`config.mk`:
```
export PLATFORM = sky130hd
export DESIGN_NAME = qwbd_queue
export DESIGN_NICKNAME = d
export VERILOG_FILES = /design/src/qwbd_pkg.sv /design/src/qwbd_queue.sv
export SDC_FILE = /design/constraint.sdc
export NUM_CORES = 1
export LEC_CHECK = 0
export ABC_CLOCK_PERIOD_IN_PS = 1600
export BUFFER_PORTS_ARGS = -buffer_cell sky130_fd_sc_hd__buf_2
export CORE_AREA = 5 5 42 44
export CTS_CLUSTER_DIAMETER = 120
export DETAILED_ROUTE_END_ITERATION = 10
export DIE_AREA = 0 0 47 49
export GPL_TIMING_DRIVEN = 0
export PLACE_DENSITY_LB_ADDON = 0.15
export SLEW_MARGIN = 20
export SYNTH_ARGS = -nofsm -noshare
export SYNTH_HDL_FRONTEND = slang
export SYNTH_SLANG_ARGS = --single-unit
```
`constraint.sdc`:
```
create_clock -name i_clk -period 1.6 [get_ports i_clk]
set_input_delay 0.32 -clock i_clk [delete_from_list [all_inputs] [get_ports i_clk]]
set_output_delay 0.32 -clock i_clk [all_outputs]
set_load 0.1 [all_outputs]
```
`src/qwbd_pkg.sv`:
```
package qwbd_pkg;

    typedef logic [3:0] t_qt;

    localparam t_qt QT_F32  = 4'd0;
    localparam t_qt QT_F16  = 4'd1;
    localparam t_qt QT_BF16 = 4'd2;
    localparam t_qt QT_Q4_0 = 4'd3;
    localparam t_qt QT_Q4_1 = 4'd4;
    localparam t_qt QT_Q5_0 = 4'd5;
    localparam t_qt QT_Q5_1 = 4'd6;
    localparam t_qt QT_Q8_0 = 4'd7;
    localparam t_qt QT_Q4_K = 4'd8;
    localparam t_qt QT_Q6_K = 4'd9;

    localparam int BUF_DEPTH = 210;
    localparam int AW = $clog2(BUF_DEPTH);

    localparam logic [31:0] CANON_NAN = 32'h7FC0_0000;

    typedef struct packed {
        logic          we;
        logic [AW-1:0] addr;
        logic [7:0]    data;
    } t_buf_wr;

    typedef struct packed {
        logic push;
        t_qt  fmt;
    } t_blk_req;

    typedef enum logic [2:0] {
        BK_IDLE,
        BK_READ,
        BK_WAIT,
        BK_OP1,
        BK_OP2,
        BK_PUT
    } t_bk_state;

    // Bytes per block; zero for codes that name no format.
    function automatic logic [7:0] blk_bytes(t_qt qt);
        logic [7:0] n;
        unique case (qt)
            QT_F32:  n = 8'd4;
            QT_F16:  n = 8'd2;
            QT_BF16: n = 8'd2;
            QT_Q4_0: n = 8'd18;
            QT_Q4_1: n = 8'd20;
            QT_Q5_0: n = 8'd22;
            QT_Q5_1: n = 8'd24;
            QT_Q8_0: n = 8'd34;
            QT_Q4_K: n = 8'd144;
            QT_Q6_K: n = 8'd210;
            default: n = 8'd0;
        endcase
        return n;
    endfunction

    // Exact widening of an fp16 pattern; subnormals become fp32 normals.
    function automatic logic [31:0] half_to_f32(logic [15:0] h);
        logic [4:0]  ex;
        logic [9:0]  man;
        logic [3:0]  p;
        logic [19:0] sh;
        logic [31:0] r;
        ex  = h[14:10];
        man = h[9:0];
        p   = 4'd0;
        for (int i = 0; i < 10; i++) begin
            if (man[i]) p = 4'(i);
        end
        sh = {10'd0, man} << (4'd10 - p);
        if (ex == 5'd0) begin
            if (man == 10'd0) r = {h[15], 31'd0};
            else r = {h[15], 8'(8'd103 + {4'd0, p}), sh[9:0], 13'd0};
        end else if (ex == 5'd31) begin
            r = {h[15], 8'hFF, man, 13'd0};
        end else begin
            r = {h[15], 8'({3'd0, ex} + 8'd112), man, 13'd0};
        end
        return r;
    endfunction

endpackage

```
`src/qwbd_queue.sv`:
```
module qwbd_queue (
    input  logic                i_clk,
    input  logic                i_rst_n,
    input  qwbd_pkg::t_blk_req  i_req,
    input  logic                i_pop,
    output logic                o_empty,
    output qwbd_pkg::t_qt       o_fmt
);
    import qwbd_pkg::*;

    t_qt        r_q [2];
    logic       r_wp, r_rp;
    logic [1:0] r_cnt;

    assign o_empty = (r_cnt == 2'd0);
    assign o_fmt   = r_q[r_rp];

    always_ff @(posedge i_clk) begin
        if (!i_rst_n) begin
            r_wp  <= 1'b0;
            r_rp  <= 1'b0;
            r_cnt <= 2'd0;
        end else begin
            if (i_req.push && r_cnt != 2'd2) begin
                r_q[r_wp] <= i_req.fmt;
                r_wp      <= ~r_wp;
            end
            if (i_pop && !o_empty) r_rp <= ~r_rp;
            r_cnt <= r_cnt + 2'(i_req.push && r_cnt != 2'd2) - 2'(i_pop && !o_empty);
        end
    end
endmodule

```
==> key figures <==
Synthesis
  – YS warnings: 0
  – Syn Inst Count: 36
  – Synth area leader: edfxtp_1
  – Count leader, synth: edfxtp_1
  – Sequential cell area fraction in the yosys report: 63.1%
  – Synth Flop Type: edfxtp_1
  – Ys async rst share: 0%
  – Mapped Nets: 46
  – Number of flops mapped to enable cells by yosys: 8
  – Cells taking the most area after synthesis: edfxtp_1 45%, dfxtp_1 19%, mux2_2 8.4%, xnor2_1 4.9%, ha_1 4.6%
  – Avg Cell Area, Syn: 15.0 sq um
  – Synth Register Bits: 13
  – Syn Std Cell Area: 539 sq um
  – Commonest cells post-synth: 8 x edfxtp_1, 5 x dfxtp_1, 4 x mux2_2, 3 x xnor2_1
  – Area share of the largest cell type after synthesis: 44.5%
  – Synth cell types: 15

Placement
  – Placed Instances: 64
  – Gpl congestion: 0.715
  – Area after DPL: 622 sq um
  – Port bufs: 12
  – Post-DP HPWL: approximately 690 um
  – Pre-CTS setup slack: -0.0697 ns

Min path
  – Hold_sp: i_req[3]
  – Hold Crit Class: input pin to flip-flop
  – Hold path depth: 1
  – Hold Path Sink: r_q[1][3]

Floorplanning
  – Die W: roughly 47 um
  – Area of the core: about 1400 sq um
  – Row count: 14
  – Die area: between 2000 and 2500 sq um
  – Die Ht: 49 um
  – Initial Utilization: 38.5%
  – IO Count: 13

Detailed routing
  – WL final: 834 um
  – Vias after detailed routing: 323
  – Wire per inst: between 10 and 15 um
  – DRC: 0
  – Drt pass-1 iters: 2
  – Vias/cell: 4.68
  – Post-DRT Antenna Nets: 0
  – DRT iter0 DRCs: 1

Cells and area
  – Register Area: 347 sq um
  – Core Util, Final: about half
  – Area of the multi-input gates: 214 sq um
  – Design Area, Final: 692 sq um
  – NumNets Final: 64
  – Share of cells above drive strength 1: 52.8%
  – Diode count: 0
  – Area growth syn-to-layout: 28.3%
  – Cell Count, Final, Fillers Out: 69
  – Fill count: 140

STA
  – Clock Skew: 0.000250 ns
  – Min Tclk post-route: 1.57 ns
  – Pins over their slew limit: 0
  – Final count of negative-setup-slack endpoints: 0
  – Worst-Margin Slew: 0.485 ns
  – Fin crit share: between 90% and 100%
  – F_max: 0.637 GHz
  – Rel. slew slack: 67.9%
  – RSZ-0062 raised after global routing: yes
  – Final setup margin: roughly 0.03 ns
  – Final Hold Vio Count: 0
  – Tightest hold margin: 0.236 ns

Setup path
  – CP Capture Type: flip-flop
  – CP Launch Type: flip-flop
  – Worst endpoint data arrival time: between 1.5 and 2 ns
  – Type of the worst setup path: flip-flop to flip-flop
  – Reg-to-reg slack, setup: a little over 0.03 ns
  – CP startpoint: r_cnt[1]
  – R2R cell count: 7
  – Critical path fanouts, max: 4
  – Worst endpoint required time: around 1.8 ns
  – Critical R2R Launch: r_cnt[1]
  – RR Endpoint: r_cnt[1]

Clocking
  – CTS Buf Count: 3
  – Root Buffer: clkbuf_4
  – Clock latency at the later pin of the worst-skew pair: 0.27 ns
  – Clock sink count: 13
  – H-tree Lvls: 1
  – Reg clk slew, reported paths: 0.07 ns
  – CTS tree: built
  – Clk buf depth: 2
  – Post-CTS Hold Buffers: 0

Flow run
  – Max cap viols: 0

Pwr
  – Internal power: 0.731 mW
  – P_leak: 0.265 nW
  – Combinational power share: between 40% and 50%
  – Worst vdd ir: 1.19 mV
  – Clk pwr share: 14.6%
  – Sw frac: 44.7%
  – Net Sw Power: 0.591 mW
  – Sequential Power Share: 37.7%
  – Pwr per Cell Area: 1910 nW/um^2

Global route
  – Initial antenna violation count: 0
  – GR Util All Layers: 9.35%
  – Vias in the first global route: 354
  – Largest net degree at the start of global routing: 8
  – First-pass GRT wire length: 1470 um
  – Total congestion overflow: 0

Status
  – Status: finished, final reports clean
## kinds of logic (layout without fill, tap and decap cells)
group | after synthesis | in the layout | synth area share, %
AOI/OAI and AO/OA | 3 | 3 | 7.89
adders and majority gates | 2 | 2 | 4.64
buffers and inverters | 2 | 19 | 1.39
DFF | 13 | 13 | 63.1
and+or+nand+nor | 8 | 8 | 7.89
muxes | 5 | 5 | 10.2
xor gates and xnor gates | 3 | 3 | 4.87
## layout make-up
type / instances / area share (%)
sequential: 13 / 50.1
clock buffer: 4 / 3.80
inverter: 2 / 1.08
multi-input combinational: 21 / 30.9
tap: 16 / 2.89
timing repair buffer: 13 / 11.2
## how the worst max path moves through the flow
stage | depth (start not counted) | slack [ns] | to
finish | 7 | 0.03 | r_cnt[1]
floorplan | 8 | 0.07 | r_cnt[1]
detailed placement | 8 | -0.07 | r_cnt[1]
global route | 7 | -0.03 | r_cnt[1]
CTS | 2 | 0.001 | o_fmt[1]
global placement | 8 | 0.02 | r_cnt[1]
## registers in the layout, summed over array words and instances, names as in the netlist, named ones only
| register | flops |
|---|---|
| r_cnt | 2 |
| r_wp | 1 |
| r_q | 8 |
| r_rp | 1 |
## stage by stage
step / TNS (ns) / power [mW]
2_1_floorplan: 0 / 0.983
3_3_place_gp: 0 / 1.05
3_5_place_dp: -0.0697 / 1.07
4_1_cts: 0 / 1.29
5_1_grt: -0.0342 / 1.40
6_report: 0 / 1.32
## layout by cell type, fill, tap and decap left out, drive strengths merged
cell type and instances:
and2 2, buf 13, clkbuf 4, dfxtp 5, edfxtp 8, ha 2
inv 2, mux2 4, mux2i 1, nand2 1, nand2b 1, nor2 2
nor2b 2, o2111a 1, o21a 1, o21ai 1, xnor2 3
## power groups by stage
stage | logic (mW) | clock network [mW] | registers [mW]
3_5_place_dp | 0.583 | 0 | 0.489
4_1_cts | 0.601 | 0.199 | 0.489
2_1_floorplan | 0.509 | 0 | 0.474
3_3_place_gp | 0.570 | 0 | 0.482
6_report | 0.630 | 0.194 | 0.499
5_1_grt | 0.669 | 0.222 | 0.509
## metal layers
| metal | vias to the layer above | track usage, % | part of all wire [%] |
|---|---|---|---|
| met2 | 9 | 14.9 | 53 |
| met1 | 146 | 8.72 | 36 |
| met3 | 4 | 3.32 | 7.1 |
| met5 | - | 0 | 0 |
| met4 | 0 | 8.29 | 2.8 |
| li1 | 164 | - | - |
## critical path: stages (launching register included)
cell and delay (ns):
dfxtp_4 0.37, o21a_4 0.22, ha_1 0.27, inv_1 0.06
ha_4 0.16, xnor2_2 0.13, xnor2_1 0.12, and2_1 0.14
## what timing repair did
action / CTS / global route
pin swaps: 0 / 1
buffers inserted: 0 / 1
setup endpoints to repair: 5 / 5
gates resized for setup: 7 / 4
Note: power is estimated with default switching activity, not from simulation.
