===== config.mk =====
export PLATFORM = sky130hd
export DESIGN_NAME = qwbd_front_flat
export DESIGN_NICKNAME = d
export VERILOG_FILES = /design/src/qwbd_pkg.sv /design/src/qwbd_if.sv /design/src/qwbd_front.sv /design/src/flat_wrapper.sv
export SDC_FILE = /design/constraint.sdc
export NUM_CORES = 1
export LEC_CHECK = 0
export BUFFER_PORTS_ARGS = -buffer_cell sky130_fd_sc_hd__buf_4
export CORE_ASPECT_RATIO = 0.7
export CORE_MARGIN = 2
export CORE_UTILIZATION = 40
export CTS_CLUSTER_DIAMETER = 120
export DETAILED_ROUTE_END_ITERATION = 7
export PLACE_DENSITY = 0.7
export SLEW_MARGIN = 0
export SYNTH_ARGS = -nofsm -noshare
export SYNTH_HDL_FRONTEND = slang
export SYNTH_SLANG_ARGS = --single-unit

===== constraint.sdc =====
create_clock -name i_clk -period 2.89 [get_ports i_clk]
set_input_delay 0.1445 -clock i_clk [delete_from_list [all_inputs] [get_ports i_clk]]
set_output_delay 0.1445 -clock i_clk [all_outputs]
set_load 0.03 [all_outputs]

===== src/qwbd_pkg.sv =====
package qwbd_pkg;

    typedef logic [3:0] t_qt;

    localparam t_qt QT_F32  = 4'd0;
    localparam t_qt QT_F16  = 4'd1;
    localparam t_qt QT_BF16 = 4'd2;
    localparam t_qt QT_Q4_0 = 4'd3;
    localparam t_qt QT_Q4_1 = 4'd4;
    localparam t_qt QT_Q5_0 = 4'd5;
    localparam t_qt QT_Q5_1 = 4'd6;
    localparam t_qt QT_Q8_0 = 4'd7;
    localparam t_qt QT_Q4_K = 4'd8;
    localparam t_qt QT_Q6_K = 4'd9;

    localparam int BUF_DEPTH = 210;
    localparam int AW = $clog2(BUF_DEPTH);

    localparam logic [31:0] CANON_NAN = 32'h7FC0_0000;

    typedef struct packed {
        logic          we;
        logic [AW-1:0] addr;
        logic [7:0]    data;
    } t_buf_wr;

    typedef struct packed {
        logic push;
        t_qt  fmt;
    } t_blk_req;

    typedef enum logic [2:0] {
        BK_IDLE,
        BK_READ,
        BK_WAIT,
        BK_OP1,
        BK_OP2,
        BK_PUT
    } t_bk_state;

    // Bytes per block; zero for codes that name no format.
    function automatic logic [7:0] blk_bytes(t_qt qt);
        logic [7:0] n;
        unique case (qt)
            QT_F32:  n = 8'd4;
            QT_F16:  n = 8'd2;
            QT_BF16: n = 8'd2;
            QT_Q4_0: n = 8'd18;
            QT_Q4_1: n = 8'd20;
            QT_Q5_0: n = 8'd22;
            QT_Q5_1: n = 8'd24;
            QT_Q8_0: n = 8'd34;
            QT_Q4_K: n = 8'd144;
            QT_Q6_K: n = 8'd210;
            default: n = 8'd0;
        endcase
        return n;
    endfunction

    // Exact widening of an fp16 pattern; subnormals become fp32 normals.
    function automatic logic [31:0] half_to_f32(logic [15:0] h);
        logic [4:0]  ex;
        logic [9:0]  man;
        logic [3:0]  p;
        logic [19:0] sh;
        logic [31:0] r;
        ex  = h[14:10];
        man = h[9:0];
        p   = 4'd0;
        for (int i = 0; i < 10; i++) begin
            if (man[i]) p = 4'(i);
        end
        sh = {10'd0, man} << (4'd10 - p);
        if (ex == 5'd0) begin
            if (man == 10'd0) r = {h[15], 31'd0};
            else r = {h[15], 8'(8'd103 + {4'd0, p}), sh[9:0], 13'd0};
        end else if (ex == 5'd31) begin
            r = {h[15], 8'hFF, man, 13'd0};
        end else begin
            r = {h[15], 8'({3'd0, ex} + 8'd112), man, 13'd0};
        end
        return r;
    endfunction

endpackage


===== src/qwbd_if.sv =====
interface qwbd_byte_if;
    logic       valid;
    logic       ready;
    logic [7:0] data_byte;
    logic       restart;

    modport source(output valid, data_byte, restart, input ready);
    modport sink(input valid, data_byte, restart, output ready);
endinterface



===== src/qwbd_front.sv =====
module qwbd_front (
    input  logic                i_clk,
    input  logic                i_rst_n,
    input  logic                i_cfg_we,
    input  logic [3:0]          i_cfg_data,
    qwbd_byte_if.sink           i_in,
    input  logic                i_done,
    output qwbd_pkg::t_buf_wr   o_wr,
    output qwbd_pkg::t_blk_req  o_req
);
    import qwbd_pkg::*;

    t_qt        r_qt;
    logic [7:0] r_pos;
    logic       r_hold;
    logic [7:0] w_size;
    logic [7:0] w_pos;
    logic       w_acc;
    logic       w_ok;

    assign i_in.ready = !r_hold;
    assign w_acc      = i_in.valid && !r_hold;
    assign w_size     = blk_bytes(r_qt);
    assign w_ok       = (w_size != 8'd0);

    always_comb begin
        w_pos = i_in.restart ? 8'd0 : r_pos;
        if (w_pos >= w_size) w_pos = 8'd0;
    end

    assign o_wr.we    = w_acc && w_ok;
    assign o_wr.addr  = w_pos[AW-1:0];
    assign o_wr.data  = i_in.data_byte;
    assign o_req.push = w_acc && w_ok && (w_pos + 8'd1 == w_size);
    assign o_req.fmt  = r_qt;

    always_ff @(posedge i_clk) begin
        if (!i_rst_n) begin
            r_qt   <= QT_F32;
            r_pos  <= 8'd0;
            r_hold <= 1'b0;
        end else begin
            if (i_cfg_we) begin
                r_qt  <= i_cfg_data;
                r_pos <= 8'd0;
            end else if (w_acc) begin
                if (!w_ok || o_req.push) r_pos <= 8'd0;
                else r_pos <= w_pos + 8'd1;
            end
            // The buffer stays closed from a block's last byte until the
            // back end has read its last element.
            if (o_req.push) r_hold <= 1'b1;
            else if (i_done) r_hold <= 1'b0;
        end
    end
endmodule


===== src/flat_wrapper.sv =====
// flat-port wrapper written by rule: the top's interface ports become plain ports
module qwbd_front_flat import qwbd_pkg::*;
  (i_clk, i_rst_n, i_cfg_we, i_cfg_data, i_done, o_wr, o_req, i_in_valid, i_in_data_byte, i_in_restart, i_in_ready);
  qwbd_byte_if i_in_i ();
  input  logic i_clk;
  input  logic i_rst_n;
  input  logic i_cfg_we;
  input  logic [3:0] i_cfg_data;
  input  logic i_done;
  output qwbd_pkg::t_buf_wr o_wr;
  output qwbd_pkg::t_blk_req o_req;
  input wire logic [$bits(i_in_i.valid)-1:0] i_in_valid;
  input wire logic [$bits(i_in_i.data_byte)-1:0] i_in_data_byte;
  input wire logic [$bits(i_in_i.restart)-1:0] i_in_restart;
  output wire logic [$bits(i_in_i.ready)-1:0] i_in_ready;
  assign i_in_i.valid = i_in_valid;
  assign i_in_i.data_byte = i_in_data_byte;
  assign i_in_i.restart = i_in_restart;
  assign i_in_ready = i_in_i.ready;
  qwbd_front u_core (.i_clk(i_clk), .i_rst_n(i_rst_n), .i_cfg_we(i_cfg_we), .i_cfg_data(i_cfg_data), .i_in(i_in_i), .i_done(i_done), .o_wr(o_wr), .o_req(o_req));
endmodule

==> impl_metrics.py, run 1 <==
metrics = {
    "outcome": {
        "status": "finished clean",
    },
    "detailed_routing": {
        "drtAntennaViolNets": 0,
        "dr_total_vias": 1298,
        "wl_per_cell_um": 13.2,
        "route.met2.wl_mm": 1.25,
        "drc": 0,
        "dr.first_iter.drc_count": 58,
        "wl_met3_um": 157,
        "firstDrtPassIters": 4,
        "m1WireLength_mm": 1.80,
        "top_layer_used": "met4",
        "avgViaCountPerCell": 5.32,
        "totalWireLength_mm": 3.22,
    },
    "clock_network": {
        "htreeDepth": 1,
        "insertion_delay_ps": 260,
        "cts.sinks": 20,
        "cts_buffers": 3,
        "root_buffer": "clkbuf_8",
        "clock_path_buffers": 2,
        "hold_buffers": 0,
        "path_clk_slew_ps": 80,
        "cts_tree": "done",
    },
    "place": {
        "gp_congestion": 0.862,
        "portBuffers": 24,
        "post-dp-hpwl_mm": 2.45,
        "dpl.cell_count": 237,
    },
    "layout": {
        "diodes": 0,
        "drive_above_1_share_pct": 24.7,
        "layoutNonFillerInstCount": 244,
        "regArea_um2": 400,
        "final_net_count": 220,
        "fill_cells": 361,
        "area_delta_synth_final_pct": 17.9,
        "multi_input_area_um2": 926,
    },
    "worst_setup_path": {
        "crit_path_cell_trace": "nor2b_2, ha_1, and3_1, a221oi_1, o21ai_2, o21a_1, o2111ai_4, inv_1, buf_4",
        "cp-start-kind": "flop",
        "cp.buffers_inverters": 2,
        "worst-setup-path-type": "flop to output port",
        "worstPathArrival_ps": 2610,
        "cp-end-kind": "output port",
        "slowest_stage": "dfxtp_1",
        "path_delay_family": "compound AO/OA/AOI/OAI gates",
        "required_ps": 2750,
        "worstPathMaxFanout": 7,
        "crit_start": "u_core.r_pos[5]",
        "max_stage_delay_ps": 380,
        "reg2reg_from": "u_core.r_pos[5]",
    },
    "sta": {
        "maxSlewViolCount": 0,
        "max_freq_ghz": 0.363,
        "slew_headroom_pct": 66.3,
        "worst_slew_pin_slew_ps": 504,
        "grt_setup_unrepaired": "no",
        "fin_skew_ps": 1.84,
        "finalHoldViolations": 0,
        "hold_slack_ps": 133,
        "timing.final.crit_share_pct": 95.2,
        "post-route-min-period_ps": 2750,
        "finalSetupViolCount": 0,
        "fin_setup_tns_ps": 0,
    },
    "synthesis": {
        "ys_seq_area_share_pct": 27.4,
        "synthAdderAreaFrac_pct": 6.00,
        "yosysWarnings": 0,
        "synth_xor_area_share_pct": 6.08,
        "synth_top_family_by_area": "simple AND/OR/NAND/NOR gates",
        "synth_edf_count": 0,
        "synth_area_um2": 1460,
        "synth-simple-area-share_pct": 28.3,
        "synthArstFlopShare_pct": 0,
        "ys_ff_latch": 20,
        "synthMuxAreaShare_pct": 4.28,
        "synth_nets": 200,
        "synth-main-ff-cell": "dfxtp_1",
        "synth_compound_area_share_pct": 17.7,
        "netlist-cell-type-count": 47,
        "syn_avg_cell_area_um2": 8.34,
        "syn_inst": 175,
    },
    "power_and_ir_drop": {
        "ir_drop_mv": 0.243,
        "pwr-share-clk_pct": 34.8,
        "leakage_nw": 0.726,
        "p_total_uw": 636,
        "p_int_uw": 459,
        "seqPwrFrac_pct": 46.7,
        "pwr_density_cell_nw_per_um2": 370,
        "power_switching_uw": 178,
        "comb_power_share_pct": 18.6,
        "swShare_pct": 27.9,
    },
    "run": {
        "maxCapViolCount": 0,
    },
    "floorplanning": {
        "num_rows": 18,
        "start_util_pct": 41.6,
        "core_um2": 3510,
        "die_h_um": 54.6,
        "pin_count": 41,
        "die_area_um2": 4160,
        "die_w_um": 76.2,
    },
    "global_route": {
        "antenna_found_initial": 0,
        "grt_pass1_vias": 1189,
        "grt_pass1_wl_mm": 5.62,
        "grt_usage_pct": 17.1,
        "grt_overflow": 0,
        "grt_max_degree": 18,
    },
    "min_path": {
        "min_from": "i_rst_n",
        "hold_path_class": "input port to flop",
    },
}
synthesized netlist by cell type (2+ instances only):
cell / n / area [um2]
mux2i_1: 4 / 40.0
nand4_1: 3 / 18.8
nor3_1: 4 / 20.0
nand2_1: 15 / 56.3
nor2b_1: 10 / 62.6
and3_1: 3 / 18.8
o21a_1: 4 / 30.0
buf_4: 9 / 67.6
xnor3_1: 2 / 45.0
clkbuf_1: 3 / 11.3
nand2b_1: 2 / 12.5
a31oi_1: 2 / 12.5
a21oi_1: 3 / 15.0
nor3b_1: 2 / 15.0
a21o_1: 2 / 15.0
o21ai_0: 11 / 55.1
ha_1: 7 / 87.6
nor4_1: 4 / 25.0
xnor2_1: 4 / 35.0
nand3_1: 8 / 40.0
nor2_1: 9 / 33.8
inv_1: 12 / 45.0
buf_2: 3 / 15.0
mux2_2: 2 / 22.5
and2_1: 6 / 37.5
dfxtp_1: 20 / 400
stage by stage:
stage | util [%] | cell area, um2 | worst slack, ps
global route | 49.0 | 1720 | 5.23
global placement | 46.3 | 1630 | 321
floorplan | - | 1460 | 80.8
detailed placement | 46.3 | 1630 | 244
finish | 49.0 | 1720 | 137
CTS | 48.1 | 1690 | 38.3
worst paths after layout:
check,end,slack (ps),cells past startpoint
max,o_req[4],140,9
min,u_core.r_hold,130,2
max reg2reg,u_core.r_hold,300,10
min reg2reg,u_core.r_pos[7],470,2
sequential cells by signal, indices dropped and copies added (netlist names):
register and cells:
u_core.r_pos 8, u_core.r_qt 4, u_core.r_hold 1, u_core.w_size 7
power groups by stage:
| stage | sequential [mW] | clock, mW | combinational (mW) |
|---|---|---|---|
| floorplan | 0.305 | 0 | 0.0937 |
| detailed placement | 0.303 | 0 | 0.114 |
| global route | 0.299 | 0.239 | 0.132 |
| finish | 0.297 | 0.221 | 0.118 |
| global placement | 0.303 | 0 | 0.113 |
| CTS | 0.297 | 0.225 | 0.115 |
area by class of cell:
class	instances	share of cell area, %
Timing Repair Buffer	31	13.5
Multi-Input combinational cell	127	53.8
Tap cell	50	3.63
Clock buffer	4	3.20
Sequential cell	20	23.3
Inverter	12	2.62
layout by cell type (no fill, tap or decap), types with 6 or more instances in the layout:
master | netlist | layout
dfxtp_1 | 20 | 20
inv_1 | 12 | 12
o21ai_0 | 11 | 11
buf_4 | 9 | 31
nor2_1 | 9 | 7
ha_1 | 7 | 7
and2_1 | 6 | 6
nand3_1 | 8 | 8
nand2_1 | 15 | 15
nor2b_1 | 10 | 7
repair_timing:
action,4_1_cts,5_1_grt
setup buffers,0,3
endpoints found under the setup margin,1,6
pin swaps,0,1
gates resized for setup,3,3
gates cloned,0,0
layer usage:
layer / global-route usage, % / vias up
li1: - / 650
met1: 23.2 / 619
met2: 27.6 / 27
met3: 4.95 / 2
met4: 3.64 / 0
met5: 0 / -
logic make-up after synthesis:
family | count (synthesis)
multiplexers | 6
AO/OA/AOI/OAI | 35
adder cells (fa/ha/maj) | 7
XOR/XNOR | 7
flip-flops | 20
AND/OR/NAND/NOR | 72
buffers and inverters | 28
Power figures use the tool's default switching activity.
==> run 2: changes to the inputs <==
- clock period: 2.89 -> 3.4 ns (I/O delays scaled with it)
==> impl_metrics.py, run 2 (same netlist as run 1, synthesis figures left out) <==
metrics = {
    "detailed_routing": {
        "totalWireLength_mm": 3.15,
        "drc": 0,
        "firstDrtPassIters": 4,
        "avgViaCountPerCell": 5.33,
        "dr_total_vias": 1263,
        "drtAntennaViolNets": 0,
        "dr.first_iter.drc_count": 66,
        "wl_per_cell_um": 13.3,
    },
    "floorplanning": {
        "core_um2": 3510,
        "die_area_um2": 4160,
        "die_h_um": 54.6,
        "start_util_pct": 41.6,
        "pin_count": 41,
        "die_w_um": 76.2,
        "num_rows": 18,
    },
    "global_route": {
        "grt_max_degree": 18,
        "grt_overflow": 0,
        "grt_pass1_vias": 1139,
        "grt_usage_pct": 16.7,
        "grt_pass1_wl_mm": 5.46,
        "antenna_found_initial": 0,
    },
    "layout": {
        "final_net_count": 213,
        "largest_register_ffs": 8,
        "regMostFlops": "u_core.r_pos",
        "fin_util_pct": 47.5,
        "fill_cells": 372,
        "area_delta_synth_final_pct": 14.3,
        "drive_above_1_share_pct": 18.7,
        "diodes": 0,
        "layout_common_cells": "buf_4, dfxtp_1, nand2_1",
        "mostFrequentLayoutCell": "buf_4",
    },
    "worst_setup_path": {
        "worstPathMaxFanout": 10,
        "max_stage_delay_ps": 390,
        "slowest_stage": "dfxtp_1",
        "ff2ff_path_depth": 8,
        "worstPathArrival_ps": 2880,
        "cp-start-kind": "flop",
        "worst-setup-path-type": "flop to output port",
        "crit_path_cell_trace": "nor2b_1, ha_1, and3_1, a221oi_1, o21ai_1, o21a_1, o2111ai_4, inv_1, buf_4",
        "required_ps": 3230,
        "cp-end-kind": "output port",
    },
    "power_and_ir_drop": {
        "power_switching_uw": 147,
        "pwr-share-clk_pct": 41.1,
        "p_total_uw": 587,
        "swShare_pct": 25.1,
        "ir_drop_mv": 0.203,
        "seqPwrFrac_pct": 43.0,
        "p_int_uw": 439,
        "comb_power_share_pct": 15.8,
        "pwr_density_cell_nw_per_um2": 351,
        "leakage_nw": 0.698,
    },
    "clock_network": {
        "insertion_delay_ps": 260,
        "cts_buffers": 3,
        "postCtsSetupRepairBufs": 0,
        "path_clk_slew_ps": 80,
        "root_buffer": "clkbuf_8",
        "clock_path_buffers": 2,
        "cts_resized": 0,
        "htreeDepth": 1,
        "hold_buffers": 0,
        "cts.sinks": 20,
        "cts_tree": "done",
    },
    "sta": {
        "setup_slack_ps": 351,
        "finalSetupViolCount": 0,
        "maxSlewViolCount": 0,
        "finalHoldViolations": 0,
        "slew_headroom_pct": 33.9,
        "post-route-min-period_ps": 3050,
        "worst_slew_pin_slew_ps": 989,
        "max_freq_ghz": 0.328,
        "fin_skew_ps": 3.67,
        "timing.final.crit_share_pct": 89.7,
        "hold_slack_ps": 168,
        "fin_setup_tns_ps": 0,
        "grt_setup_unrepaired": "no",
    },
    "min_path": {
        "hold_path_class": "input port to flop",
        "hold_depth": 2,
    },
    "outcome": {
        "status": "finished clean",
    },
    "place": {
        "post-dp-hpwl_mm": 2.40,
        "gp_congestion": 0.857,
        "portBuffers": 24,
        "pre_cts_ws_ps": 618,
    },
    "run": {
        "maxCapViolCount": 0,
    },
}
==> run 2: cell count changes in the layout (fill, tap and decap cells not counted), sizes merged <==
cell	delta
buf	-7
bufinv	+1
clkbuf	-1
==> run 2: power groups by stage <==
stage                     logic [mW]  clock network (mW)  registers [mW]
after CTS                     0.0931               0.244           0.252
after floorplan               0.0796                   0           0.260
after detailed placement      0.0921                   0           0.258
after global routing           0.103               0.253           0.254
final                         0.0930               0.241           0.252
after global placement        0.0911                   0           0.258
==> run 2: area by class of cell <==
| class | count | area (um2) | area share (%) |
|---|---|---|---|
| clock buffer | 3 | 41.3 | 2.47 |
| sequential | 20 | 400 | 24.0 |
| clock inverter | 1 | 30.0 | 1.80 |
| timing repair buffer | 24 | 180 | 10.8 |
| tap | 50 | 62.6 | 3.75 |
| multi-input combinational | 127 | 910 | 54.5 |
| inverter | 12 | 45.0 | 2.70 |
==> run 2: layer usage <==
layer / wire length (um) / part of all wire [%] / track usage, % / vias to the layer above
met5: 0 / 0 / 0 / -
met4: 19 / 0.60 / 3.94 / 0
met3: 231 / 7.3 / 4.13 / 4
met2: 1240 / 39 / 25.2 / 53
met1: 1660 / 53 / 24.1 / 572
li1: - / - / - / 634
==> run 2: through the flow <==
stage	area, um2	std cells
6_report	1670	237
5_1_grt	1670	237
4_1_cts	1670	237
3_5_place_dp	1600	233
3_3_place_gp	1600	233
2_1_floorplan	1460	175
==> run 2: worst paths after layout <==
check	endpoint	start	slack, ps
setup / recovery	o_req[4]	u_core.r_pos[5]	350
setup reg to reg	u_core.r_pos[3]	u_core.r_pos[5]	580
hold / removal	u_core.r_hold	i_rst_n	170
hold reg to reg	u_core.r_pos[7]	u_core.r_pos[7]	460
==> run 2: critical path, delay by kind of cell (launching register included) <==
family | cells | cell delay [ps]
AOI/OAI and AO/OA | 4 | 1130
and+or+nand+nor | 2 | 540
buffers and inverters | 2 | 240
DFF | 1 | 390
adders and majority gates | 1 | 300
