### config.mk
export PLATFORM = sky130hd
export DESIGN_NAME = qwbd_back_flat
export DESIGN_NICKNAME = d
export VERILOG_FILES = /design/src/qwbd_pkg.sv /design/src/qwbd_if.sv /design/src/qwbd_back.sv /design/src/flat_wrapper.sv
export SDC_FILE = /design/constraint.sdc
export NUM_CORES = 2
export LEC_CHECK = 0
export ABC_AREA = 0
export BUFFER_PORTS_ARGS = -buffer_cell sky130_fd_sc_hd__buf_2
export CORE_MARGIN = 3
export CORE_UTILIZATION = 55
export CTS_CLUSTER_SIZE = 40
export DETAILED_ROUTE_END_ITERATION = 10
export PLACE_DENSITY = 0.72
export SYNTH_ARGS = -nofsm -noshare
export SYNTH_HDL_FRONTEND = slang
export SYNTH_SLANG_ARGS = --single-unit
### constraint.sdc
create_clock -name i_clk -period 38.3 [get_ports i_clk]
set_input_delay 11.49 -clock i_clk [delete_from_list [all_inputs] [get_ports i_clk]]
set_output_delay 11.49 -clock i_clk [all_outputs]
set_load 0.01 [all_outputs]
### src/qwbd_pkg.sv
package qwbd_pkg;

    typedef logic [3:0] t_qt;

    localparam t_qt QT_F32  = 4'd0;
    localparam t_qt QT_F16  = 4'd1;
    localparam t_qt QT_BF16 = 4'd2;
    localparam t_qt QT_Q4_0 = 4'd3;
    localparam t_qt QT_Q4_1 = 4'd4;
    localparam t_qt QT_Q5_0 = 4'd5;
    localparam t_qt QT_Q5_1 = 4'd6;
    localparam t_qt QT_Q8_0 = 4'd7;
    localparam t_qt QT_Q4_K = 4'd8;
    localparam t_qt QT_Q6_K = 4'd9;

    localparam int BUF_DEPTH = 210;
    localparam int AW = $clog2(BUF_DEPTH);

    localparam logic [31:0] CANON_NAN = 32'h7FC0_0000;

    typedef struct packed {
        logic          we;
        logic [AW-1:0] addr;
        logic [7:0]    data;
    } t_buf_wr;

    typedef struct packed {
        logic push;
        t_qt  fmt;
    } t_blk_req;

    typedef enum logic [2:0] {
        BK_IDLE,
        BK_READ,
        BK_WAIT,
        BK_OP1,
        BK_OP2,
        BK_PUT
    } t_bk_state;

    // Bytes per block; zero for codes that name no format.
    function automatic logic [7:0] blk_bytes(t_qt qt);
        logic [7:0] n;
        unique case (qt)
            QT_F32:  n = 8'd4;
            QT_F16:  n = 8'd2;
            QT_BF16: n = 8'd2;
            QT_Q4_0: n = 8'd18;
            QT_Q4_1: n = 8'd20;
            QT_Q5_0: n = 8'd22;
            QT_Q5_1: n = 8'd24;
            QT_Q8_0: n = 8'd34;
            QT_Q4_K: n = 8'd144;
            QT_Q6_K: n = 8'd210;
            default: n = 8'd0;
        endcase
        return n;
    endfunction

    // Exact widening of an fp16 pattern; subnormals become fp32 normals.
    function automatic logic [31:0] half_to_f32(logic [15:0] h);
        logic [4:0]  ex;
        logic [9:0]  man;
        logic [3:0]  p;
        logic [19:0] sh;
        logic [31:0] r;
        ex  = h[14:10];
        man = h[9:0];
        p   = 4'd0;
        for (int i = 0; i < 10; i++) begin
            if (man[i]) p = 4'(i);
        end
        sh = {10'd0, man} << (4'd10 - p);
        if (ex == 5'd0) begin
            if (man == 10'd0) r = {h[15], 31'd0};
            else r = {h[15], 8'(8'd103 + {4'd0, p}), sh[9:0], 13'd0};
        end else if (ex == 5'd31) begin
            r = {h[15], 8'hFF, man, 13'd0};
        end else begin
            r = {h[15], 8'({3'd0, ex} + 8'd112), man, 13'd0};
        end
        return r;
    endfunction

endpackage

### src/qwbd_if.sv


interface qwbd_res_if;
    logic        valid;
    logic        ready;
    logic [31:0] value0;
    logic [31:0] value1;
    logic [31:0] value2;
    logic [31:0] value3;
    logic [7:0]  first_index;
    logic [2:0]  lanes_valid;
    logic        last;

    modport source(output valid, value0, value1, value2, value3, first_index,
                   lanes_valid, last, input ready);
    modport sink(input valid, value0, value1, value2, value3, first_index,
                 lanes_valid, last, output ready);
endinterface

### src/qwbd_back.sv
module qwbd_back #(
    parameter int LANES = 4
) (
    input  logic                    i_clk,
    input  logic                    i_rst_n,
    input  logic                    i_q_empty,
    input  qwbd_pkg::t_qt           i_q_fmt,
    output logic                    o_q_pop,
    output logic [qwbd_pkg::AW-1:0] o_raddr,
    input  logic [7:0]              i_rdata,
    output logic                    o_done,
    qwbd_res_if.source              o_out
);
    import qwbd_pkg::*;

    localparam int LN = (LANES < 1) ? 1 : ((LANES > 4) ? 4 : LANES);
    localparam logic [1:0] LAST_LANE = 2'(LN - 1);

    t_bk_state r_st, n_st;
    t_qt         r_fmt;
    logic [7:0]  r_e;
    logic [2:0]  r_k, r_capk;
    logic        r_cap;
    logic [7:0]  r_b [8];
    logic [1:0]  r_op;
    logic [31:0] r_t, r_m1;
    logic [1:0]  r_lane;
    logic [31:0] r_vals [4];

    logic [47:0]       r_mp;
    logic signed [9:0] r_me;
    logic              r_msg, r_msp;
    logic [31:0]       r_msv;
    logic [27:0]       r_asum;
    logic [7:0]        r_ae;
    logic              r_asg, r_asp;
    logic [31:0]       r_asv;

    logic        r_ov;
    logic [31:0] r_ovals [4];
    logic [7:0]  r_ofirst;
    logic [2:0]  r_olanes;
    logic        r_olast;

    // Byte address of read slot k for element e.
    function automatic logic [7:0] slot_addr(t_qt f, logic [7:0] e, logic [2:0] k);
        logic [7:0] a;
        logic [7:0] kk;
        kk = {5'd0, k};
        a  = kk;
        case (f)
            QT_Q4_0: if (k >= 3'd2) a = 8'd2 + {4'd0, e[3:0]};
            QT_Q4_1: if (k >= 3'd4) a = 8'd4 + {4'd0, e[3:0]};
            QT_Q5_0: begin
                if (k == 3'd2) a = 8'd6 + {4'd0, e[3:0]};
                else if (k == 3'd3) a = 8'd2 + {6'd0, e[4:3]};
            end
            QT_Q5_1: begin
                if (k == 3'd4) a = 8'd8 + {4'd0, e[3:0]};
                else if (k == 3'd5) a = 8'd4 + {6'd0, e[4:3]};
            end
            QT_Q8_0: if (k >= 3'd2) a = 8'd2 + {3'd0, e[4:0]};
            QT_Q4_K: begin
                if (k == 3'd4) a = 8'd16 + {1'b0, e[7:6], e[4:0]};
                else if (k == 3'd5) a = 8'd4 + {5'd0, e[7:5]};
                else if (k == 3'd6) a = 8'd8 + {5'd0, e[7:5]};
                else if (k == 3'd7) a = {5'd0, e[7:5]};
            end
            QT_Q6_K: begin
                case (k)
                    3'd0: a = 8'd208;
                    3'd1: a = 8'd209;
                    3'd2: a = {1'b0, e[7], e[5], e[4:0]};
                    3'd3: a = 8'd128 + {2'd0, e[7], e[4:0]};
                    default: a = 8'd192 + {4'd0, e[7], e[6:5], e[4]};
                endcase
            end
            default: a = kk;
        endcase
        return a;
    endfunction

    function automatic logic [2:0] last_slot(t_qt f);
        logic [2:0] n;
        case (f)
            QT_F32:  n = 3'd3;
            QT_Q4_0: n = 3'd2;
            QT_Q4_1: n = 3'd4;
            QT_Q5_0: n = 3'd3;
            QT_Q5_1: n = 3'd5;
            QT_Q8_0: n = 3'd2;
            QT_Q4_K: n = 3'd7;
            QT_Q6_K: n = 3'd4;
            default: n = 3'd1;
        endcase
        return n;
    endfunction

    function automatic logic [31:0] int_to_f32(logic signed [8:0] v);
        logic [8:0]  mag;
        logic [2:0]  p;
        logic [31:0] sh;
        mag = v[8] ? 9'(-v) : v;
        p   = 3'd0;
        for (int i = 0; i < 8; i++) begin
            if (mag[i]) p = 3'(i);
        end
        sh = {23'd0, mag} << (5'd23 - {2'd0, p});
        if (mag == 9'd0) return 32'd0;
        return {v[8], 8'(8'd127 + {5'd0, p}), sh[22:0]};
    endfunction

    // ---------------- operand decode ----------------
    logic [31:0]       w_d, w_m;
    logic signed [8:0] w_iq, w_isc, w_imn;
    logic [3:0]        w_nib;
    logic [2:0]        w_j;
    logic [1:0]        w_nops;

    assign w_d = half_to_f32({r_b[1], r_b[0]});
    assign w_m = half_to_f32({r_b[3], r_b[2]});
    assign w_j = r_e[7:5];

    always_comb begin
        w_iq  = 9'sd0;
        w_isc = 9'sd0;
        w_imn = 9'sd0;
        w_nib = r_e[4] ? r_b[2][7:4] : r_b[2][3:0];
        case (r_fmt)
            QT_Q4_0: w_iq = $signed({5'd0, w_nib}) - 9'sd8;
            QT_Q4_1: begin
                w_nib = r_e[4] ? r_b[4][7:4] : r_b[4][3:0];
                w_iq  = $signed({5'd0, w_nib});
            end
            QT_Q5_0: w_iq = $signed({4'd0, r_b[3][r_e[2:0]], w_nib}) - 9'sd16;
            QT_Q5_1: begin
                w_nib = r_e[4] ? r_b[4][7:4] : r_b[4][3:0];
                w_iq  = $signed({4'd0, r_b[5][r_e[2:0]], w_nib});
            end
            QT_Q8_0: w_iq = $signed({r_b[2][7], r_b[2]});
            QT_Q4_K: begin
                w_nib = r_e[5] ? r_b[4][7:4] : r_b[4][3:0];
                w_iq  = $signed({5'd0, w_nib});
                if (!w_j[2]) begin
                    w_isc = $signed({3'd0, r_b[5][5:0]});
                    w_imn = $signed({3'd0, r_b[6][5:0]});
                end else begin
                    w_isc = $signed({3'd0, r_b[7][7:6], r_b[6][3:0]});
                    w_imn = $signed({3'd0, r_b[5][7:6], r_b[6][7:4]});
                end
            end
            QT_Q6_K: begin
                w_nib = r_e[6] ? r_b[2][7:4] : r_b[2][3:0];
                w_iq  = $signed({3'd0, 2'(r_b[3] >> {r_e[6:5], 1'b0}), w_nib})
                        - 9'sd32;
                w_isc = $signed({r_b[4][7], r_b[4]});
            end
            default: w_iq = 9'sd0;
        endcase
    end

    always_comb begin
        case (r_fmt)
            QT_Q4_0, QT_Q5_0, QT_Q8_0: w_nops = 2'd0;
            QT_Q4_1, QT_Q5_1, QT_Q6_K: w_nops = 2'd1;
            QT_Q4_K:                   w_nops = 2'd3;
            default:                   w_nops = 2'd0;
        endcase
    end

    logic w_has_ops;
    assign w_has_ops = (r_fmt >= QT_Q4_0) && (r_fmt <= QT_Q6_K);

    // Operation r_op: a multiply by a small integer or an add.
    logic              w_add, w_to_m1;
    logic [31:0]       w_opa, w_opb, w_addend;
    logic signed [8:0] w_int;

    always_comb begin
        w_add    = 1'b0;
        w_to_m1  = 1'b0;
        w_opa    = w_d;
        w_int    = w_iq;
        w_addend = w_m;
        case (r_fmt)
            QT_Q4_1, QT_Q5_1: begin
                if (r_op != 2'd0) begin
                    w_add = 1'b1;
                    w_opa = r_t;
                end
            end
            QT_Q4_K: begin
                case (r_op)
                    2'd0: w_int = w_isc;
                    2'd1: begin
                        w_opa   = w_m;
                        w_int   = w_imn;
                        w_to_m1 = 1'b1;
                    end
                    2'd2: w_opa = r_t;
                    default: begin
                        w_add    = 1'b1;
                        w_opa    = r_t;
                        w_addend = {~r_m1[31], r_m1[30:0]};
                    end
                endcase
            end
            QT_Q6_K: begin
                if (r_op == 2'd0) w_int = w_isc;
                else w_opa = r_t;
            end
            default: w_add = 1'b0;
        endcase
        w_opb = w_add ? w_addend : int_to_f32(w_int);
    end

    // ---------------- fp multiply / add, first half ----------------
    logic [7:0] w_ea, w_eb;
    logic       w_an, w_bn, w_ai, w_bi, w_az, w_bz;

    assign w_ea = w_opa[30:23];
    assign w_eb = w_opb[30:23];
    assign w_an = (&w_ea) && (|w_opa[22:0]);
    assign w_bn = (&w_eb) && (|w_opb[22:0]);
    assign w_ai = (&w_ea) && !(|w_opa[22:0]);
    assign w_bi = (&w_eb) && !(|w_opb[22:0]);
    assign w_az = (w_ea == 8'd0);
    assign w_bz = (w_eb == 8'd0);

    logic        w_msg, w_msp;
    logic [31:0] w_msv;

    assign w_msg = w_opa[31] ^ w_opb[31];
    assign w_msp = w_an | w_bn | w_ai | w_bi | w_az | w_bz;

    always_comb begin
        if (w_an || w_bn || (w_ai && w_bz) || (w_bi && w_az)) w_msv = CANON_NAN;
        else if (w_ai || w_bi) w_msv = {w_msg, 8'hFF, 23'd0};
        else w_msv = {w_msg, 31'd0};
    end

    logic        w_asp, w_swap;
    logic [31:0] w_asv, w_x, w_y;
    logic [7:0]  w_dif;
    logic [26:0] w_mx, w_my, w_mys;
    logic [53:0] w_sh;
    logic [27:0] w_sum;

    always_comb begin
        w_asp = w_an | w_bn | w_ai | w_bi | w_az | w_bz;
        if (w_an || w_bn || (w_ai && w_bi && (w_opa[31] != w_opb[31]))) w_asv = CANON_NAN;
        else if (w_ai) w_asv = w_opa;
        else if (w_bi) w_asv = w_opb;
        else if (w_az && w_bz) w_asv = {w_opa[31] & w_opb[31], 31'd0};
        else if (w_az) w_asv = w_opb;
        else w_asv = w_opa;
        w_swap = (w_opa[30:0] < w_opb[30:0]);
        w_x    = w_swap ? w_opb : w_opa;
        w_y    = w_swap ? w_opa : w_opb;
        w_dif  = w_x[30:23] - w_y[30:23];
        w_mx   = {1'b1, w_x[22:0], 3'd0};
        w_my   = {1'b1, w_y[22:0], 3'd0};
        w_sh   = {w_my, 27'd0} >> w_dif;
        // Bits shifted past the guard positions fold into the sticky bit.
        if (w_dif > 8'd27) w_mys = 27'd1;
        else w_mys = {w_sh[53:28], w_sh[27] | (|w_sh[26:0])};
        if (w_x[31] != w_y[31]) w_sum = {1'b0, w_mx} - {1'b0, w_mys};
        else w_sum = {1'b0, w_mx} + {1'b0, w_mys};
    end

    // ---------------- second half: normalize and round ----------------
    logic [22:0]       w_mm;
    logic              w_mg, w_mst, w_minc;
    logic signed [9:0] w_mex, w_mex2;
    logic [23:0]       w_mr;
    logic [31:0]       w_mres;

    always_comb begin
        if (r_mp[47]) begin
            w_mm  = r_mp[46:24];
            w_mg  = r_mp[23];
            w_mst = |r_mp[22:0];
            w_mex = r_me + 10'sd1;
        end else begin
            w_mm  = r_mp[45:23];
            w_mg  = r_mp[22];
            w_mst = |r_mp[21:0];
            w_mex = r_me;
        end
        w_minc = w_mg & (w_mst | w_mm[0]);
        w_mr   = {1'b0, w_mm} + {23'd0, w_minc};
        w_mex2 = w_mex + $signed({9'd0, w_mr[23]});
        if (r_msp) w_mres = r_msv;
        else if (w_mex2 >= 10'sd255) w_mres = {r_msg, 8'hFF, 23'd0};
        else if (w_mex2 <= 10'sd0) w_mres = {r_msg, 31'd0};
        else w_mres = {r_msg, w_mex2[7:0], w_mr[22:0]};
    end

    logic [4:0]        w_lz;
    logic [26:0]       w_n;
    logic signed [9:0] w_aex, w_aex2;
    logic              w_ainc;
    logic [23:0]       w_ar;
    logic [31:0]       w_ares;

    always_comb begin
        w_lz = 5'd0;
        for (int i = 0; i < 27; i++) begin
            if (r_asum[i]) w_lz = 5'(26 - i);
        end
        if (r_asum[27]) begin
            w_n   = {r_asum[27:2], |r_asum[1:0]};
            w_aex = $signed({2'd0, r_ae}) + 10'sd1;
        end else begin
            w_n   = r_asum[26:0] << w_lz;
            w_aex = $signed({2'd0, r_ae}) - $signed({5'd0, w_lz});
        end
        w_ainc = w_n[2] & ((|w_n[1:0]) | w_n[3]);
        w_ar   = {1'b0, w_n[25:3]} + {23'd0, w_ainc};
        w_aex2 = w_aex + $signed({9'd0, w_ar[23]});
        if (r_asp) w_ares = r_asv;
        else if (r_asum == 28'd0) w_ares = 32'd0;
        else if (w_aex2 >= 10'sd255) w_ares = {r_asg, 8'hFF, 23'd0};
        else if (w_aex2 <= 10'sd0) w_ares = {r_asg, 31'd0};
        else w_ares = {r_asg, w_aex2[7:0], w_ar[22:0]};
    end

    // ---------------- element value and lane collection ----------------
    logic [31:0] w_raw, w_val;
    logic [7:0]  w_last_e;
    logic        w_elast, w_gend, w_free, w_load, w_adv;
    logic [31:0] w_vals [4];

    always_comb begin
        case (r_fmt)
            QT_F32:  w_raw = {r_b[3], r_b[2], r_b[1], r_b[0]};
            QT_F16:  w_raw = w_d;
            QT_BF16: w_raw = {r_b[1], r_b[0], 16'd0};
            default: w_raw = r_t;
        endcase
        if ((&w_raw[30:23]) && (|w_raw[22:0])) w_val = CANON_NAN;
        else w_val = w_raw;
        case (r_fmt)
            QT_Q4_K, QT_Q6_K: w_last_e = 8'd255;
            QT_F32, QT_F16, QT_BF16: w_last_e = 8'd0;
            default: w_last_e = 8'd31;
        endcase
        w_vals         = r_vals;
        w_vals[r_lane] = w_val;
    end

    assign w_elast = (r_e == w_last_e);
    assign w_gend  = w_elast || (r_lane == LAST_LANE);
    assign w_free  = !r_ov || o_out.ready;

    // ---------------- sequencer ----------------
    always_comb begin
        n_st = r_st;
        unique case (r_st)
            BK_IDLE: if (!i_q_empty) n_st = BK_READ;
            BK_READ: if (r_k == last_slot(r_fmt)) n_st = BK_WAIT;
            BK_WAIT: n_st = w_has_ops ? BK_OP1 : BK_PUT;
            BK_OP1:  n_st = BK_OP2;
            BK_OP2:  n_st = (r_op == w_nops) ? BK_PUT : BK_OP1;
            BK_PUT: begin
                if (!w_gend) n_st = BK_READ;
                else if (w_free) n_st = w_elast ? BK_IDLE : BK_READ;
            end
            default: n_st = BK_IDLE;
        endcase
    end

    always_comb begin
        o_q_pop = (r_st == BK_IDLE) && !i_q_empty;
        o_raddr = slot_addr(r_fmt, r_e, r_k)[AW-1:0];
        w_adv   = (r_st == BK_PUT) && (!w_gend || w_free);
        w_load  = (r_st == BK_PUT) && w_gend && w_free;
        o_done  = w_load && w_elast;
    end

    always_ff @(posedge i_clk) begin
        if (!i_rst_n) begin
            r_st  <= BK_IDLE;
            r_cap <= 1'b0;
            r_ov  <= 1'b0;
        end else begin
            r_st  <= n_st;
            r_cap <= (r_st == BK_READ);
            if (w_load) r_ov <= 1'b1;
            else if (o_out.ready) r_ov <= 1'b0;
        end
    end

    always_ff @(posedge i_clk) begin
        r_capk <= r_k;
        if (r_cap) r_b[r_capk] <= i_rdata;
        if (o_q_pop) begin
            r_fmt  <= i_q_fmt;
            r_e    <= 8'd0;
            r_k    <= 3'd0;
            r_lane <= 2'd0;
            for (int i = 0; i < 4; i++) r_vals[i] <= 32'd0;
        end
        if (r_st == BK_READ) r_k <= r_k + 3'd1;
        if (r_st == BK_WAIT) r_op <= 2'd0;
        if (r_st == BK_OP1) begin
            r_mp   <= {1'b1, w_opa[22:0]} * {1'b1, w_opb[22:0]};
            r_me   <= $signed({2'd0, w_ea}) + $signed({2'd0, w_eb}) - 10'sd127;
            r_msg  <= w_msg;
            r_msp  <= w_msp;
            r_msv  <= w_msv;
            r_asum <= w_sum;
            r_ae   <= w_x[30:23];
            r_asg  <= w_x[31];
            r_asp  <= w_asp;
            r_asv  <= w_asv;
        end
        if (r_st == BK_OP2) begin
            r_op <= r_op + 2'd1;
            if (w_to_m1) r_m1 <= w_mres;
            else r_t <= w_add ? w_ares : w_mres;
        end
        if (w_adv) begin
            r_e <= r_e + 8'd1;
            r_k <= 3'd0;
            if (w_gend) begin
                r_lane <= 2'd0;
                for (int i = 0; i < 4; i++) r_vals[i] <= 32'd0;
            end else begin
                r_lane         <= r_lane + 2'd1;
                r_vals[r_lane] <= w_val;
            end
        end
        if (w_load) begin
            r_ovals  <= w_vals;
            r_ofirst <= r_e - {6'd0, r_lane};
            r_olanes <= {1'b0, r_lane} + 3'd1;
            r_olast  <= w_elast;
        end
    end

    assign o_out.valid       = r_ov;
    assign o_out.value0      = r_ovals[0];
    assign o_out.value1      = r_ovals[1];
    assign o_out.value2      = r_ovals[2];
    assign o_out.value3      = r_ovals[3];
    assign o_out.first_index = r_ofirst;
    assign o_out.lanes_valid = r_olanes;
    assign o_out.last        = r_olast;
endmodule

### src/flat_wrapper.sv
// flat-port wrapper written by rule: the top's interface ports become plain ports
module qwbd_back_flat import qwbd_pkg::*;
#(
    parameter int LANES = 4
)
  (i_clk, i_rst_n, i_q_empty, i_q_fmt, o_q_pop, o_raddr, i_rdata, o_done, o_out_valid, o_out_value0, o_out_value1, o_out_value2, o_out_value3, o_out_first_index, o_out_lanes_valid, o_out_last, o_out_ready);
  qwbd_res_if o_out_i ();
  input  logic i_clk;
  input  logic i_rst_n;
  input  logic i_q_empty;
  input  qwbd_pkg::t_qt i_q_fmt;
  output logic o_q_pop;
  output logic [qwbd_pkg::AW-1:0] o_raddr;
  input  logic [7:0] i_rdata;
  output logic o_done;
  output wire logic [$bits(o_out_i.valid)-1:0] o_out_valid;
  output wire logic [$bits(o_out_i.value0)-1:0] o_out_value0;
  output wire logic [$bits(o_out_i.value1)-1:0] o_out_value1;
  output wire logic [$bits(o_out_i.value2)-1:0] o_out_value2;
  output wire logic [$bits(o_out_i.value3)-1:0] o_out_value3;
  output wire logic [$bits(o_out_i.first_index)-1:0] o_out_first_index;
  output wire logic [$bits(o_out_i.lanes_valid)-1:0] o_out_lanes_valid;
  output wire logic [$bits(o_out_i.last)-1:0] o_out_last;
  input wire logic [$bits(o_out_i.ready)-1:0] o_out_ready;
  assign o_out_valid = o_out_i.valid;
  assign o_out_value0 = o_out_i.value0;
  assign o_out_value1 = o_out_i.value1;
  assign o_out_value2 = o_out_i.value2;
  assign o_out_value3 = o_out_i.value3;
  assign o_out_first_index = o_out_i.first_index;
  assign o_out_lanes_valid = o_out_i.lanes_valid;
  assign o_out_last = o_out_i.last;
  assign o_out_i.ready = o_out_ready;
  qwbd_back #(.LANES(LANES)) u_core (.i_clk(i_clk), .i_rst_n(i_rst_n), .i_q_empty(i_q_empty), .i_q_fmt(i_q_fmt), .o_q_pop(o_q_pop), .o_raddr(o_raddr), .i_rdata(i_rdata), .o_done(o_done), .o_out(o_out_i));
endmodule
==> summary.md <==
| Metric | Value |
|---|---|
| Crit path max fanout | 13 |
| Critical Path End | o_q_pop |
| Startpoint Class | input pin |
| Worst R2R Start | u_core.r_fmt[0] |
| Via count | 45,400 |
| Hold Violations, Final | 0 |
| DR vias/cell | 6.29 |
| Max transition margin | 0.0774 |
| R2R Path End | u_core.r_asum[26] |
| Pre-CTS setup slack | 14,230 ps |
| Commonest non-fill, non-tap cell in the layout | inv_1 |
| WHS Path Cells | 2 |
| Critical Path Start | i_q_empty |
| Share of synthesized registers carrying an async set or reset | 0 |
| Fraction of layout cells with a size suffix above 1 | 0.112 |
| GRT overflow | 0 |
| CP arrival | 12,580 ps |
| Global-route wire length before repair | 274,000 µm |
| H-tree lvl count | 2 |
| Synth Cell Area | ~0.055 mm² |
| Die width | between 300 and 400 µm |
| Final core occ | 0.602 |
| Layout area overhead | 7.51% |
| Initial drt markers | 4,744 |
| Post-route ant nets | 0 |
| Most frequent cells in the layout | 730 x inv_1, 662 x nand2_1, 569 x nor2_1 |
| Main flop type after synthesis | edfxtp_1 |
| Synth unique cells | 113 |
| Mapped Cells | 5,899 |
| Post-route clock skew | 43.7 ps |
| Syn avg cell area | ~9.3 µm² |
| RSZ-0062 raised after global routing | false |
| Antenna violations before repair | 1 |
| Fin nets | 6,726 |
| Clk sink count | 552 |
| EDFF count, synth | 410 |
| Cts repair resizes | 0 |
| Detailed placer's ending HPWL | between 100,000 and 150,000 µm |
| R2r setup slk | between 20,000 and 25,000 ps |
| Max-slew violations | 0 |
| Per-cell routed wire length | 24.8 µm |
| Final WS setup | 14,230 ps |
| WP data required | 26,810 ps |
| Seq/Total Area, Yosys | 0.277 |
| Synthesized flop and latch total | 552 |
| Vias in the first global route | 45,300 |
| Outcome | finished clean |
| CTS Root Cell | clkbuf_16 |
| Total track usage | 0.345 |
| Starting Density | 0.560 |
| Post-CTS Setup Bufs | 0 |
| Min-delay worst type | reg -> reg |
| Latest clock arrival within the worst-skew pair | around 690 ps |
| RePlAce Congestion | 0.989 |
| R2r worst-path depth | 62 |
| Yosys Warn Count | 0 |
| Die Height | 321 µm |
| Antenna cells | 0 |
| Area of the multi-input gates | ~0.035 mm² |
| Core area | 0.0976 mm² |
| CTS Hold Bufs | 0 |
| Mapped Nets | around 6,700 |
| CTS tree | built |
| Largest net degree at the start of global routing | 76 |
| CTS clk-pin slew, worst paths | roughly 60 ps |
| Worst-case clock buffer depth | 3 |
| Setup crit end kind | output port |
| Post-layout minimum cycle time | approximately 24,000 ps |
| Worst-margin pin slew | 1370 ps |
| Crit path kind | in -> out |
| CTS Buf Count | 59 |
| FF+latch area | between 0.015 and 0.02 mm² |
| Post-Route WL | 179,000 µm |
| Achievable Freq | 41.5 MHz |
| Max Cap Viol | 0 |
| HP Start | u_core.r_vals[118] |
| Final setup TNS | 0 ps |
| Fin Hold WS | 445 ps |
| Final period util | 0.628 |
| I/O pin total | 167 |
| Port Buffers | 166 |
| Fillers | 8,381 |
| Row cnt | 114 |
| Setup violators final | 0 |
| Pre-antenna DRT Iters | 7 |
| Drt drc | 0 |
| Total die area | between 0.1 and 0.15 mm² |
## how the worst min path moves through the flow
stage	end	slack (ps)
floorplan	u_core.r_capk[2]	350
global placement	u_core.r_vals[118]	430
detailed placement	u_core.r_vals[118]	440
CTS	u_core.r_vals[118]	450
global route	u_core.r_vals[7]	480
finish	u_core.r_vals[118]	440
## worst max-delay path: stages
cell and delay (ps):
buf_2 120, or4_1 500, inv_2 280, buf_2 190
## flip-flops by register name, summed over array words and instances (netlist names), 4 cells and up, named ones only
signal                    count
u_core.r_fmt                  4
u_core.r_asv                 32
u_core.o_out.value3          32
u_core.r_ae                   8
u_core.r_mp                  48
u_core.r_b                   58
u_core.r_me                  10
u_core.r_vals               128
u_core.o_out.value0          32
u_core.o_out.first_index      8
u_core.o_out.value1          32
u_core.r_e                    8
u_core.r_m1                  32
u_core.r_asum                28
u_core.o_out.value2          32
u_core.r_t                   32
## cell families after synthesis
kind of cell,Yosys count,share of synthesized area
buf+inv,1091,0.0758
mux,300,0.0678
xor+xnor,187,0.0301
flops,552,0.277
compound gates,1124,0.144
simple gates,1832,0.152
fa+ha+maj,813,0.253
## metrics by stage
step | instance area (µm²) | instances
2_1_floorplan | 54600 | 5899
3_3_place_gp | 56700 | 7112
3_5_place_dp | 56700 | 7112
4_1_cts | 58700 | 7223
5_1_grt | 58700 | 7223
6_report | 58700 | 7223
## cell usage after synthesis, drive strengths merged, types with 48 or more instances
| master | number | area share |
|---|---|---|
| ha | 327 | 0.075 |
| inv | 736 | 0.051 |
| dfxtp | 142 | 0.052 |
| a22o | 104 | 0.017 |
| a21oi | 267 | 0.025 |
| nand2 | 664 | 0.046 |
| mux2 | 152 | 0.031 |
| buf | 64 | 0.0052 |
| xnor2 | 125 | 0.020 |
| nor3 | 98 | 0.0093 |
| nand4 | 48 | 0.0055 |
| fa | 486 | 0.18 |
| nand3 | 104 | 0.0095 |
| clkbuf | 275 | 0.019 |
| mux2i | 107 | 0.020 |
| edfxtp | 410 | 0.23 |
| xor2 | 62 | 0.0099 |
| and2 | 77 | 0.0088 |
| nor2 | 574 | 0.039 |
| o21ai | 188 | 0.017 |
| a21o | 54 | 0.0074 |
## metal layers
metal,wire [µm],track usage,up-vias
li1,-,-,20200
met1,69200,0.433,22500
met2,85500,0.580,2118
met3,13300,0.0512,545
met4,11300,0.181,2
met5,92,0.00694,-
## layout make-up
type / count / area share
repair buffers: 276 / 0.0282
flip-flops and latches: 552 / 0.258
multi-input cells: 4256 / 0.604
clock inverters: 38 / 0.00675
well taps: 1276 / 0.0272
clock buffers: 73 / 0.0281
inverters: 752 / 0.0481
Power is not shown: default switching activity piles up to over one toggle a cycle in this logic, so the estimate is an artifact.
